File: src/sv/sha256_pkg.sv
// Shared types, constants and round functions of the streaming SHA-256 hasher.
package sha256_pkg;

	localparam int unsigned WordW  = 32;
	localparam int unsigned BlockWords = 16;
	localparam int unsigned HashWords  = 8;
	localparam int unsigned TotalW = 61;

	typedef logic [WordW-1:0] word_t;

	localparam word_t InitHash [HashWords] = '{
		32'h6a09e667, 32'hbb67ae85, 32'h3c6ef372, 32'ha54ff53a,
		32'h510e527f, 32'h9b05688c, 32'h1f83d9ab, 32'h5be0cd19
	};

	localparam word_t RoundK [64] = '{
		32'h428a2f98, 32'h71374491, 32'hb5c0fbcf, 32'he9b5dba5,
		32'h3956c25b, 32'h59f111f1, 32'h923f82a4, 32'hab1c5ed5,
		32'hd807aa98, 32'h12835b01, 32'h243185be, 32'h550c7dc3,
		32'h72be5d74, 32'h80deb1fe, 32'h9bdc06a7, 32'hc19bf174,
		32'he49b69c1, 32'hefbe4786, 32'h0fc19dc6, 32'h240ca1cc,
		32'h2de92c6f, 32'h4a7484aa, 32'h5cb0a9dc, 32'h76f988da,
		32'h983e5152, 32'ha831c66d, 32'hb00327c8, 32'hbf597fc7,
		32'hc6e00bf3, 32'hd5a79147, 32'h06ca6351, 32'h14292967,
		32'h27b70a85, 32'h2e1b2138, 32'h4d2c6dfc, 32'h53380d13,
		32'h650a7354, 32'h766a0abb, 32'h81c2c92e, 32'h92722c85,
		32'ha2bfe8a1, 32'ha81a664b, 32'hc24b8b70, 32'hc76c51a3,
		32'hd192e819, 32'hd6990624, 32'hf40e3585, 32'h106aa070,
		32'h19a4c116, 32'h1e376c08, 32'h2748774c, 32'h34b0bcb5,
		32'h391c0cb3, 32'h4ed8aa4a, 32'h5b9cca4f, 32'h682e6ff3,
		32'h748f82ee, 32'h78a5636f, 32'h84c87814, 32'h8cc70208,
		32'h90befffa, 32'ha4506ceb, 32'hbef9a3f7, 32'hc67178f2
	};

	localparam logic [7:0] PadByte = 8'h80;
	localparam logic [5:0] LenPos  = 6'd56;

	// Commands from the controller to the datapath.
	typedef struct packed {
		logic       put;       // write pad or msg byte at fill position, advance fill
		logic       put_pad;   // byte is the 0x80 / zero pad (pad_val selects)
		logic       pad_val;   // 1: 0x80, 0: zero
		logic       cnt_byte;  // advance byte total
		logic       put_len;   // write bit length into words 14 and 15
		logic       load;      // copy hash into working vars
		logic       round;     // run one round
		logic       fold;      // add working vars into hash
		logic       restart;   // back to initial hash, fill and byte counts cleared
		logic       clr_fill;  // fill count to zero
	} sha_cmd_t;

	typedef struct packed {
		logic [5:0] fill;
		logic [5:0] rnd;
	} sha_sts_t;

	function automatic word_t rotr(input word_t x, input int unsigned n);
		rotr = (x >> n) | (x << (WordW - n));
	endfunction

endpackage

File: src/sv/sha256_stream_hasher.sv
// Top level of the streaming SHA-256 hasher: controller plus datapath.
//
// channel | signals                                   | direction
// in      | valid ready msg_byte byte_present end_of_message | byte in
// out     | out_valid out_ready digest_word word_index last_word | 8 words out
//
// A byte is taken while ready; the 64th byte of a block then starts the
// load, 64 rounds (one per cycle through the single round unit) and fold.
// End of message writes the pad bytes and the length and runs one or two
// compressions, then eight output words at one per out_ready cycle.
// Reset sets the initial hash values and clears counts; no clearing pass.
// Input is not taken while a compression runs or digest words wait.
module sha256_stream_hasher (
	input  logic                clk,
	input  logic                arst_n,
	input  logic                valid,
	output logic                ready,
	input  logic [7:0]          msg_byte,
	input  logic                byte_present,
	input  logic                end_of_message,
	output logic                out_valid,
	input  logic                out_ready,
	output sha256_pkg::word_t   digest_word,
	output logic [2:0]          word_index,
	output logic                last_word
);
	import sha256_pkg::*;

	sha_cmd_t cmd;
	sha_sts_t sts;

	// Hold the controller's sequencing separate from the arithmetic.
	sha256_ctrl u_ctrl (
		.clk, .arst_n, .valid, .ready, .byte_present, .end_of_message,
		.sts, .cmd, .out_valid, .out_ready, .out_index(word_index)
	);

	sha256_datapath u_dp (
		.clk, .arst_n, .cmd, .msg_byte, .rd_index(word_index), .sts,
		.rd_word(digest_word)
	);

	assign last_word = (word_index == 3'd7);

`ifndef NO_ASSERTIONS
	a_no_ready_out: assert property (@(posedge clk) disable iff (!arst_n)
		!(ready && out_valid)) else $error("ready while digest pending");
	a_round_only_busy: assert property (@(posedge clk) disable iff (!arst_n)
		cmd.round |-> !ready) else $error("round while ready");
	a_out_advance: assert property (@(posedge clk) disable iff (!arst_n)
		(out_valid && out_ready && !last_word) |=> out_valid)
		else $error("digest burst broken");
`endif

endmodule

File: src/sv/sha256_datapath.sv
// Datapath: block store, schedule window, round unit, hash words and counters.
module sha256_datapath (
	input  logic                 clk,
	input  logic                 arst_n,
	input  sha256_pkg::sha_cmd_t cmd,
	input  logic [7:0]           msg_byte,
	input  logic [2:0]           rd_index,
	output sha256_pkg::sha_sts_t sts,
	output sha256_pkg::word_t    rd_word
);
	import sha256_pkg::*;

	word_t            blk_q [BlockWords];
	word_t            win_q [BlockWords];
	word_t            hash_q [HashWords];
	word_t            v_q [HashWords];
	logic [5:0]       fill_q;
	logic [5:0]       rnd_q;
	logic [TotalW-1:0] total_q;

	logic [7:0]  byte_in;
	logic [3:0]  wsel;
	logic [4:0]  shamt;
	logic [3:0]  t4;
	word_t       w15, w2, w, s0, s1, ch, maj, t1, t2;
	logic [63:0] bits;

	assign byte_in = cmd.put_pad ? (cmd.pad_val ? PadByte : 8'h00) : msg_byte;
	assign wsel    = fill_q[5:2];
	assign shamt   = {2'(2'd3 - fill_q[1:0]), 3'd0};
	assign t4      = rnd_q[3:0];
	assign bits    = {total_q, 3'b000};

	always_comb begin
		w15 = win_q[4'(t4 - 4'd15)];
		w2  = win_q[4'(t4 - 4'd2)];
		if (rnd_q < 6'd16) begin
			w = blk_q[t4];
		end else begin
			w = (rotr(w2, 17) ^ rotr(w2, 19) ^ (w2 >> 10)) + win_q[4'(t4 - 4'd7)]
			  + (rotr(w15, 7) ^ rotr(w15, 18) ^ (w15 >> 3)) + win_q[t4];
		end
		s1  = rotr(v_q[4], 6) ^ rotr(v_q[4], 11) ^ rotr(v_q[4], 25);
		ch  = (v_q[4] & v_q[5]) ^ (~v_q[4] & v_q[6]);
		t1  = v_q[7] + s1 + ch + RoundK[rnd_q] + w;
		s0  = rotr(v_q[0], 2) ^ rotr(v_q[0], 13) ^ rotr(v_q[0], 22);
		maj = (v_q[0] & v_q[1]) ^ (v_q[0] & v_q[2]) ^ (v_q[1] & v_q[2]);
		t2  = s0 + maj;
	end

	always_ff @(posedge clk) begin
		if (cmd.put) begin
			if (fill_q[1:0] == 2'd0) begin
				blk_q[wsel] <= word_t'(byte_in) << shamt;
			end else begin
				blk_q[wsel] <= blk_q[wsel] | (word_t'(byte_in) << shamt);
			end
		end
		if (cmd.put_len) begin
			blk_q[14] <= bits[63:32];
			blk_q[15] <= bits[31:0];
		end
		if (cmd.round) begin
			win_q[t4] <= w;
		end
		if (cmd.load) begin
			for (int i = 0; i < HashWords; i++) v_q[i] <= hash_q[i];
		end else if (cmd.round) begin
			v_q[7] <= v_q[6]; v_q[6] <= v_q[5]; v_q[5] <= v_q[4];
			v_q[4] <= v_q[3] + t1;
			v_q[3] <= v_q[2]; v_q[2] <= v_q[1]; v_q[1] <= v_q[0];
			v_q[0] <= t1 + t2;
		end
	end

	always_ff @(posedge clk or negedge arst_n) begin
		if (!arst_n) begin
			for (int i = 0; i < HashWords; i++) hash_q[i] <= InitHash[i];
			fill_q  <= '0;
			rnd_q   <= '0;
			total_q <= '0;
		end else begin
			if (cmd.restart) begin
				for (int i = 0; i < HashWords; i++) hash_q[i] <= InitHash[i];
				fill_q  <= '0;
				total_q <= '0;
			end else begin
				if (cmd.fold) begin
					for (int i = 0; i < HashWords; i++) hash_q[i] <= hash_q[i] + v_q[i];
				end
				if (cmd.clr_fill) begin
					fill_q <= '0;
				end else if (cmd.put) begin
					fill_q <= fill_q + 6'd1;
				end
				if (cmd.cnt_byte) total_q <= total_q + TotalW'(1);
			end
			if (cmd.round) rnd_q <= rnd_q + 6'd1;
		end
	end

	assign sts.fill = fill_q;
	assign sts.rnd  = rnd_q;
	assign rd_word  = hash_q[rd_index];

endmodule

File: src/sv/sha256_ctrl.sv
// Controller: sequences absorb, padding, compression and digest output.
module sha256_ctrl (
	input  logic                 clk,
	input  logic                 arst_n,
	input  logic                 valid,
	output logic                 ready,
	input  logic                 byte_present,
	input  logic                 end_of_message,
	input  sha256_pkg::sha_sts_t sts,
	output sha256_pkg::sha_cmd_t cmd,
	output logic                 out_valid,
	input  logic                 out_ready,
	output logic [2:0]           out_index
);
	import sha256_pkg::*;

	typedef enum logic [6:0] {
		ST_IDLE  = 7'b0000001,
		ST_LOAD  = 7'b0000010,
		ST_ROUND = 7'b0000100,
		ST_FOLD  = 7'b0001000,
		ST_PAD   = 7'b0010000,
		ST_LEN   = 7'b0100000,
		ST_OUT   = 7'b1000000
	} state_t;

	state_t     state_q;
	logic       fin_q;    // message closing: pad after compression
	logic       padded_q; // 0x80 already placed
	logic [2:0] idx_q;

	assign ready     = (state_q == ST_IDLE);
	assign out_valid = (state_q == ST_OUT);
	assign out_index = idx_q;

	always_comb begin
		cmd = '0;
		unique case (state_q)
			ST_IDLE: begin
				if (valid && byte_present) begin
					cmd.put = 1'b1;
					cmd.cnt_byte = 1'b1;
				end
			end
			ST_LOAD:  cmd.load = 1'b1;
			ST_ROUND: cmd.round = 1'b1;
			ST_FOLD: begin
				cmd.fold = 1'b1;
				cmd.clr_fill = 1'b1;
			end
			ST_PAD: begin
				cmd.put = 1'b1;
				cmd.put_pad = 1'b1;
				cmd.pad_val = !padded_q;
			end
			ST_LEN:   cmd.put_len = 1'b1;
			ST_OUT:   cmd.restart = out_ready && (idx_q == 3'd7);
			default:  cmd = '0;
		endcase
	end

	always_ff @(posedge clk or negedge arst_n) begin
		if (!arst_n) begin
			state_q  <= ST_IDLE;
			fin_q    <= 1'b0;
			padded_q <= 1'b0;
			idx_q    <= '0;
		end else begin
			unique case (state_q)
				ST_IDLE: begin
					if (valid) begin
						fin_q    <= end_of_message;
						padded_q <= 1'b0;
						if (byte_present && sts.fill == 6'd63) begin
							state_q <= ST_LOAD;
						end else if (end_of_message) begin
							state_q <= ST_PAD;
						end
					end
				end
				ST_LOAD:  state_q <= ST_ROUND;
				ST_ROUND: if (sts.rnd == 6'd63) state_q <= ST_FOLD;
				ST_FOLD: begin
					if (!fin_q) begin
						state_q <= ST_IDLE;
					end else if (padded_q && sts.fill >= LenPos) begin
						// length block just compressed
						state_q <= ST_OUT;
						idx_q   <= '0;
					end else begin
						state_q <= ST_PAD;
					end
				end
				ST_PAD: begin
					padded_q <= 1'b1;
					// Zero-fill to 56 or, past it, to the end of the block.
					if (sts.fill == 6'd63) begin
						state_q <= ST_LOAD;
					end else if (sts.fill == LenPos - 6'd1 && padded_q) begin
						state_q <= ST_LEN;
					end else if (sts.fill == LenPos - 6'd1) begin
						state_q <= ST_LEN;
					end
				end
				ST_LEN: state_q <= ST_LOAD;
				ST_OUT: begin
					if (out_ready) begin
						idx_q <= idx_q + 3'd1;
						if (idx_q == 3'd7) begin
							state_q <= ST_IDLE;
							fin_q   <= 1'b0;
						end
					end
				end
				default: state_q <= ST_IDLE;
			endcase
		end
	end

endmodule
File: config.mk
export PLATFORM = sky130hd
export DESIGN_NAME = sha256_stream_hasher
export DESIGN_NICKNAME = d
export VERILOG_FILES = /design/src/sv/sha256_pkg.sv /design/src/sv/sha256_stream_hasher.sv /design/src/sv/sha256_datapath.sv /design/src/sv/sha256_ctrl.sv
export SDC_FILE = /design/constraint.sdc
export NUM_CORES = 2
export LEC_CHECK = 0
export BUFFER_PORTS_ARGS = -buffer_cell sky130_fd_sc_hd__buf_4
export CORE_MARGIN = 3
export CORE_UTILIZATION = 25
export DETAILED_ROUTE_END_ITERATION = 7
export PLACE_DENSITY = 0.44
export SETUP_SLACK_MARGIN = 0.3
export SLEW_MARGIN = 15
export SYNTH_ARGS = -nofsm -noshare
export SYNTH_HDL_FRONTEND = slang
export SYNTH_SLANG_ARGS = --single-unit
File: constraint.sdc
create_clock -name clk -period 14.9 [get_ports clk]
set_input_delay 2.235 -clock clk [delete_from_list [all_inputs] [get_ports clk]]
set_output_delay 2.235 -clock clk [all_outputs]
set_load 0.01 [all_outputs]
# ---- After elaboration in Yosys (flattened, before gate mapping)
# Memory sizes are Yosys's and may differ from the RTL's.
# Index checks and enable logic that the tools add are counted.
dict set report op_classes {
  shifts 1
  mul 0
  addsub 26
  n_lt_le_gt_ge 4
  n_mux 72
  eq_ne 19
  reduce_logical 18
  bitwise 39
  n_div 0
}
# operator n
set op_table {}
lappend op_table {{adder 32 bit} 18}
lappend op_table {{2-to-1 mux 256 bit} 2}
lappend op_table {{2-to-1 mux 32 bit} 15}
lappend op_table {{XOR 32 bit} 9}
lappend op_table {{bitwise AND 32 bit} 5}
lappend op_table {{2-to-1 mux 61 bit} 2}
lappend op_table {{binary-select mux 32 bit (select 3 bit)} 1}
lappend op_table {{2-to-1 mux 7 bit} 11}
lappend op_table {{adder 61 x 1 -> 61 bit, second input constant} 1}
lappend op_table {{one-hot mux 7 bit (7 select lines)} 1}
lappend op_table {{NOT 32 bit} 1}
lappend op_table {{bitwise OR 10 x 32 -> 32 bit} 1}
lappend op_table {{bitwise OR 13 x 32 -> 32 bit} 1}
lappend op_table {{bitwise OR 14 x 32 -> 32 bit} 1}
lappend op_table {{bitwise OR 15 x 32 -> 32 bit} 1}
lappend op_table {{bitwise OR 19 x 32 -> 32 bit} 1}
lappend op_table {{bitwise OR 21 x 32 -> 32 bit} 1}
lappend op_table {{bitwise OR 25 x 32 -> 32 bit} 1}
lappend op_table {{bitwise OR 26 x 32 -> 32 bit} 1}
lappend op_table {{bitwise OR 30 x 32 -> 32 bit} 1}
lappend op_table {{bitwise OR 32 bit} 1}
lappend op_table {{bitwise OR 7 x 32 -> 32 bit} 1}
lappend op_table {{OR reduction 32 bit} 1}
lappend op_table {{left shift 8 x 5 -> 32 bit} 1}
lappend op_table {{44 further kinds} 100}
dict set report word_totals {
  romBits 2048
  wordCells 198
  ramBits 1280
  latch_bits 0
  output_inout_bits 38
  input_bits 14
  mem_count 4
  regBits 341
}
# memory depth word_bits read_ports rd_clocked_by_memory_dff write_ports line_no
set memory_table {}
lappend memory_table {{(name not given)} 64 32 1 0 0 sha256_datapath.sv:45} ;# t1 = v_q[7] + s1 + ch + RoundK[rnd_q] + w;
lappend memory_table {u_dp.blk_q 16 32 2 0 2 sha256_datapath.sv:13} ;# word_t blk_q [BlockWords];
lappend memory_table {u_dp.win_q 16 32 4 0 1 sha256_datapath.sv:14} ;# word_t win_q [BlockWords];
lappend memory_table {u_dp.v_q 8 32 8 0 8 sha256_datapath.sv:16} ;# word_t v_q [HashWords];

# ---- Logic depth before layout (Yosys ltp)
# An unclocked memory read counts as a cell.
dict set report logic_depth {
  depth_word 12
  ltp_mapped 55
  mapped_depth_nobuf 48
}

# ---- Hierarchy
# Synthesis repeated with hierarchy kept, for this count alone.
dict set report hier_totals {
  hier_cells 8285
  area_unflattened_um2 106568.5
}
# module area_each_um2 n_inst seq_area_each_um2 cells_per_inst
set by_module_without_submodules {}
lappend by_module_without_submodules {sha256_datapath 105745.2 1 46809.9 8189}
lappend by_module_without_submodules {sha256_ctrl 817.0 1 301.5 95}
lappend by_module_without_submodules {sha256_stream_hasher 6.3 1 0.0 1}

# ---- Worst setup path after synthesis
# No wires, ideal clock.
dict set report synth_path {
  kind {flip-flop to flip-flop}
  startpoint {register u_dp.rnd_q[1]}
  endpoint {memory u_dp.v_q[0][31] (netlist name), data pin}
  t_arrival_ns 13.103
  setup_time_ns 0.135
  required_time_ns 14.765
  stages_incl_launch_ff 52
  slack_ns 1.663
  path_cell_list {dfrtp_1 > buf_6 > inv_2 > clkbuf_1 > clkbuf_1 > clkbuf_1 > buf_1 > ha_1 > buf_2 > buf_1 > clkbuf_1 > clkbuf_1 > buf_1 > mux4_2 > mux4_2 > xnor2_1 > fa_1 > fa_1 > [... 16 more ...] > o31a_1 > o21a_1 > nor2_1 > o21bai_1 > a21oi_1 > xnor2_1 > inv_1 > fa_1 > inv_1 > ha_1 > a21o_1 > a21o_1 > a21oi_1 > o21ai_0 > a21oi_1 > xnor2_1 > or3_1 > nand3_1}
}
# element line_no
set synth_lines {}
lappend synth_lines {{start, declared} sha256_datapath.sv:18} ;# logic [5:0] rnd_q;
lappend synth_lines {{start signal, assigned} sha256_datapath.sv:98} ;# if (cmd.round) rnd_q <= rnd_q + 6'd1;
lappend synth_lines {{end, declared} sha256_datapath.sv:16}

==> summary.txt <==
main flop type after synthesis: edfxtp_1
post-route cell area: 119000 um^2
sequential share of the synthesized area: 0.446
total placed instance area: 113000 um^2
post-synth cell types: 97
CTS buffer count: 194
Min-Delay Path Depth: 2
synth warn: 0
PortBufs: 51
worst hold start: u_ctrl.padded_q
Final Hold Viols: 0
Die Area: 430000 um^2
worst reg2reg path endpoint: u_dp.v_q[0][31]
WS Path Type: reg2reg
hold buffer count at cts: 0
via density per instance: 5.18
DR iter-0 viols: 7602
GRT Total Usage: 0.177
Die Ht: 656 um
Layout fillers: 42700
initial core utilization: 0.252
layout cell share with drive strength beyond 1: 0.184
Gate Count Post-Synth: 8784
Layout area overhead: 13.2%
clk_skew: 126 ps
initial antenna violation count: 10
post-cts resize count: 0
post-CTS setup buffers: 0
Layout Cells excl Fill: 14500
setup tns final: 0 ps
Max-Cap Viols: 0
GRT overflow: 0
first-pass GRT wire length: 563 mm
Post-synth EDFFs: 1277
Worst Path Max Fanout: 48
Hold Path Class: reg2reg
fmax: 74.7 MHz
vias in the first global route: 75200
arrival time at the worst endpoint: 14160 ps
Critical Path Source Type: register
Clock transition at path regs: 60 ps
# rows: 237
post-route ant nets: 0
slack of the worst reg-to-reg path: 1500 ps
vias: 75200
ys async rst share: 0.210
Mapped Area: 106000 um^2
CORE AREA: 418000 um^2
Nets: 9334
syn avg cell area: 12.0 um^2
Final Max Slew Viols: 0
Crit-path slowest cell: dfrtp_4
CTS tree: done
status: finished clean
Detail Placement HPWL: 271 mm
Max-Slew Margin vs Limit: 0.204
fin crit share: 0.899
R2R Path Start: u_dp.rnd_q[0]
most frequent cells in the layout: edfxtp_1 (1277), nand2_1 (1060), mux4_2 (758)
Setup crit end kind: register
drt wl/cell: 27.1 um
pin count of the biggest net entering global routing: 163
required time worst endpoint: 15660 ps
I/O Pins: 52
die width: 656 um
r2r worst-path depth: 45
final WL: 394 mm
later-pin clock latency in the skew report: 930 ps
Syn Nets: 9389
# DRC: 0
clock sinks: 1621
gpl congestion: 0.905
slowest cell delay on critical path: 960 ps
Clock H-tree levels: 4
CP startpoint: u_dp.rnd_q[0]
Crit path top cell by count: a21oi_1
clk root buf: clkbuf_16
Placed Cells: 14100
setup violators final: 0
worst hold path endpoint: u_ctrl.padded_q
worst slew pin tran: 1190 ps
Max Root-Sink Buffers: 4
DR pass1 iterations: 5
crit path time final: 13400 ps
RSZ-0062 raised after global routing: false
most common cell after layout, fill and taps aside: edfxtp_1
FF+latch count, synth: 1621
how the worst max path moves through the flow:
stage | endpoint | slack (ps) | cells past startpoint
finish | u_dp.v_q[0][31] | 1500 | 45
global route | u_dp.v_q[0][31] | 810 | 46
CTS | u_dp.v_q[0][31] | 1660 | 45
detailed placement | u_dp.v_q[0][31] | 1650 | 46
global placement | u_dp.v_q[0][31] | 1630 | 46
floorplan | u_dp.v_q[0][31] | 1660 | 51
critical path: cells and delay by family, from the launching register on:
family          cells  cell delay, ps
compound gates     17            4240
fa+ha+maj           9            3870
simple gates        8            1340
buf+inv             6            1230
xor+xnor            4             970
flops               1             960
mux                 1             670
layer usage:
layer,vias to the layer above,GRT usage,share of wire
met4,2,0.0502,0.031
met2,2639,0.291,0.47
met5,-,0,0.000033
met1,39200,0.244,0.44
li1,32800,-,-
met3,542,0.0246,0.058
cell usage after synthesis, types with 17 or more instances:
cell | count | area [um^2]
nor3_1 | 78 | 390
o21ai_1 | 21 | 105
o221ai_1 | 22 | 193
mux2i_1 | 143 | 1430
clkbuf_1 | 379 | 1420
dfrtp_1 | 204 | 5100
mux2_2 | 45 | 507
o31ai_1 | 39 | 293
a211oi_1 | 102 | 766
a31oi_1 | 39 | 244
nand2_1 | 1062 | 3990
a21o_1 | 211 | 1580
xor2_1 | 267 | 2340
fa_1 | 195 | 3900
mux4_2 | 758 | 17100
buf_1 | 102 | 383
and2_1 | 31 | 194
and3_1 | 56 | 350
o21a_1 | 55 | 413
a22o_1 | 39 | 342
xnor2_1 | 370 | 3240
nand4_1 | 38 | 238
dfstp_2 | 137 | 3600
nor2_1 | 533 | 2000
or2_2 | 17 | 106
buf_2 | 27 | 135
a221oi_1 | 24 | 210
ha_1 | 396 | 4950
o211ai_1 | 19 | 143
or3_1 | 34 | 213
o21ai_0 | 452 | 2260
o22ai_1 | 28 | 175
edfxtp_1 | 1277 | 38300
nand2b_1 | 59 | 369
nand3_1 | 119 | 596
inv_1 | 441 | 1660
a21oi_1 | 573 | 2870
nor2b_1 | 101 | 632
o21bai_1 | 59 | 443
metrics by stage:
| step | hold slack (ps) | setup slack [ps] | utilization |
|---|---|---|---|
| final | 510 | 1500 | 0.285 |
| after CTS | 511 | 1660 | 0.285 |
| after detailed placement | 502 | 1650 | 0.270 |
| after global placement | 488 | 1630 | 0.270 |
| after floorplan | 462 | 1660 | - |
| after global routing | 530 | 814 | 0.285 |
flip-flops by register name (all words and copies together) (netlist names), 6 cells and up:
name            count
u_dp.blk_q        512
u_dp.total_q       61
u_dp.win_q        512
u_dp.hash_q       256
u_dp.rnd_q          6
u_dp.v_q          256
u_ctrl.state_q      7
u_dp.fill_q         6
final cells by class:
type,instances,area (um^2),area share
inverter,444,1670,0.0140
clock buffer,263,5400,0.0452
clock inverter,97,851,0.00713
antenna,5,12.5,0.000105
tap,5616,7030,0.0588
sequential,1621,47200,0.395
multi-input combinational,6202,55100,0.462
timing repair buffer,266,2170,0.0181
kinds of logic (layout without fill, tap and decap cells):
logic type | count (synthesis) | count (layout) | share of synthesized area
buffers and inverters | 961 | 1070 | 0.0354
flip-flops | 1621 | 1621 | 0.446
other | 0 | 5 | 0
adder cells (fa/ha/maj) | 596 | 596 | 0.0844
XOR/XNOR | 641 | 641 | 0.0537
multiplexers | 956 | 956 | 0.182
AO/OA/AOI/OAI | 1830 | 1830 | 0.108
AND/OR/NAND/NOR | 2179 | 2179 | 0.0898
Power is not shown: default switching activity piles up to over one toggle a cycle in this logic, so the estimate is an artifact.
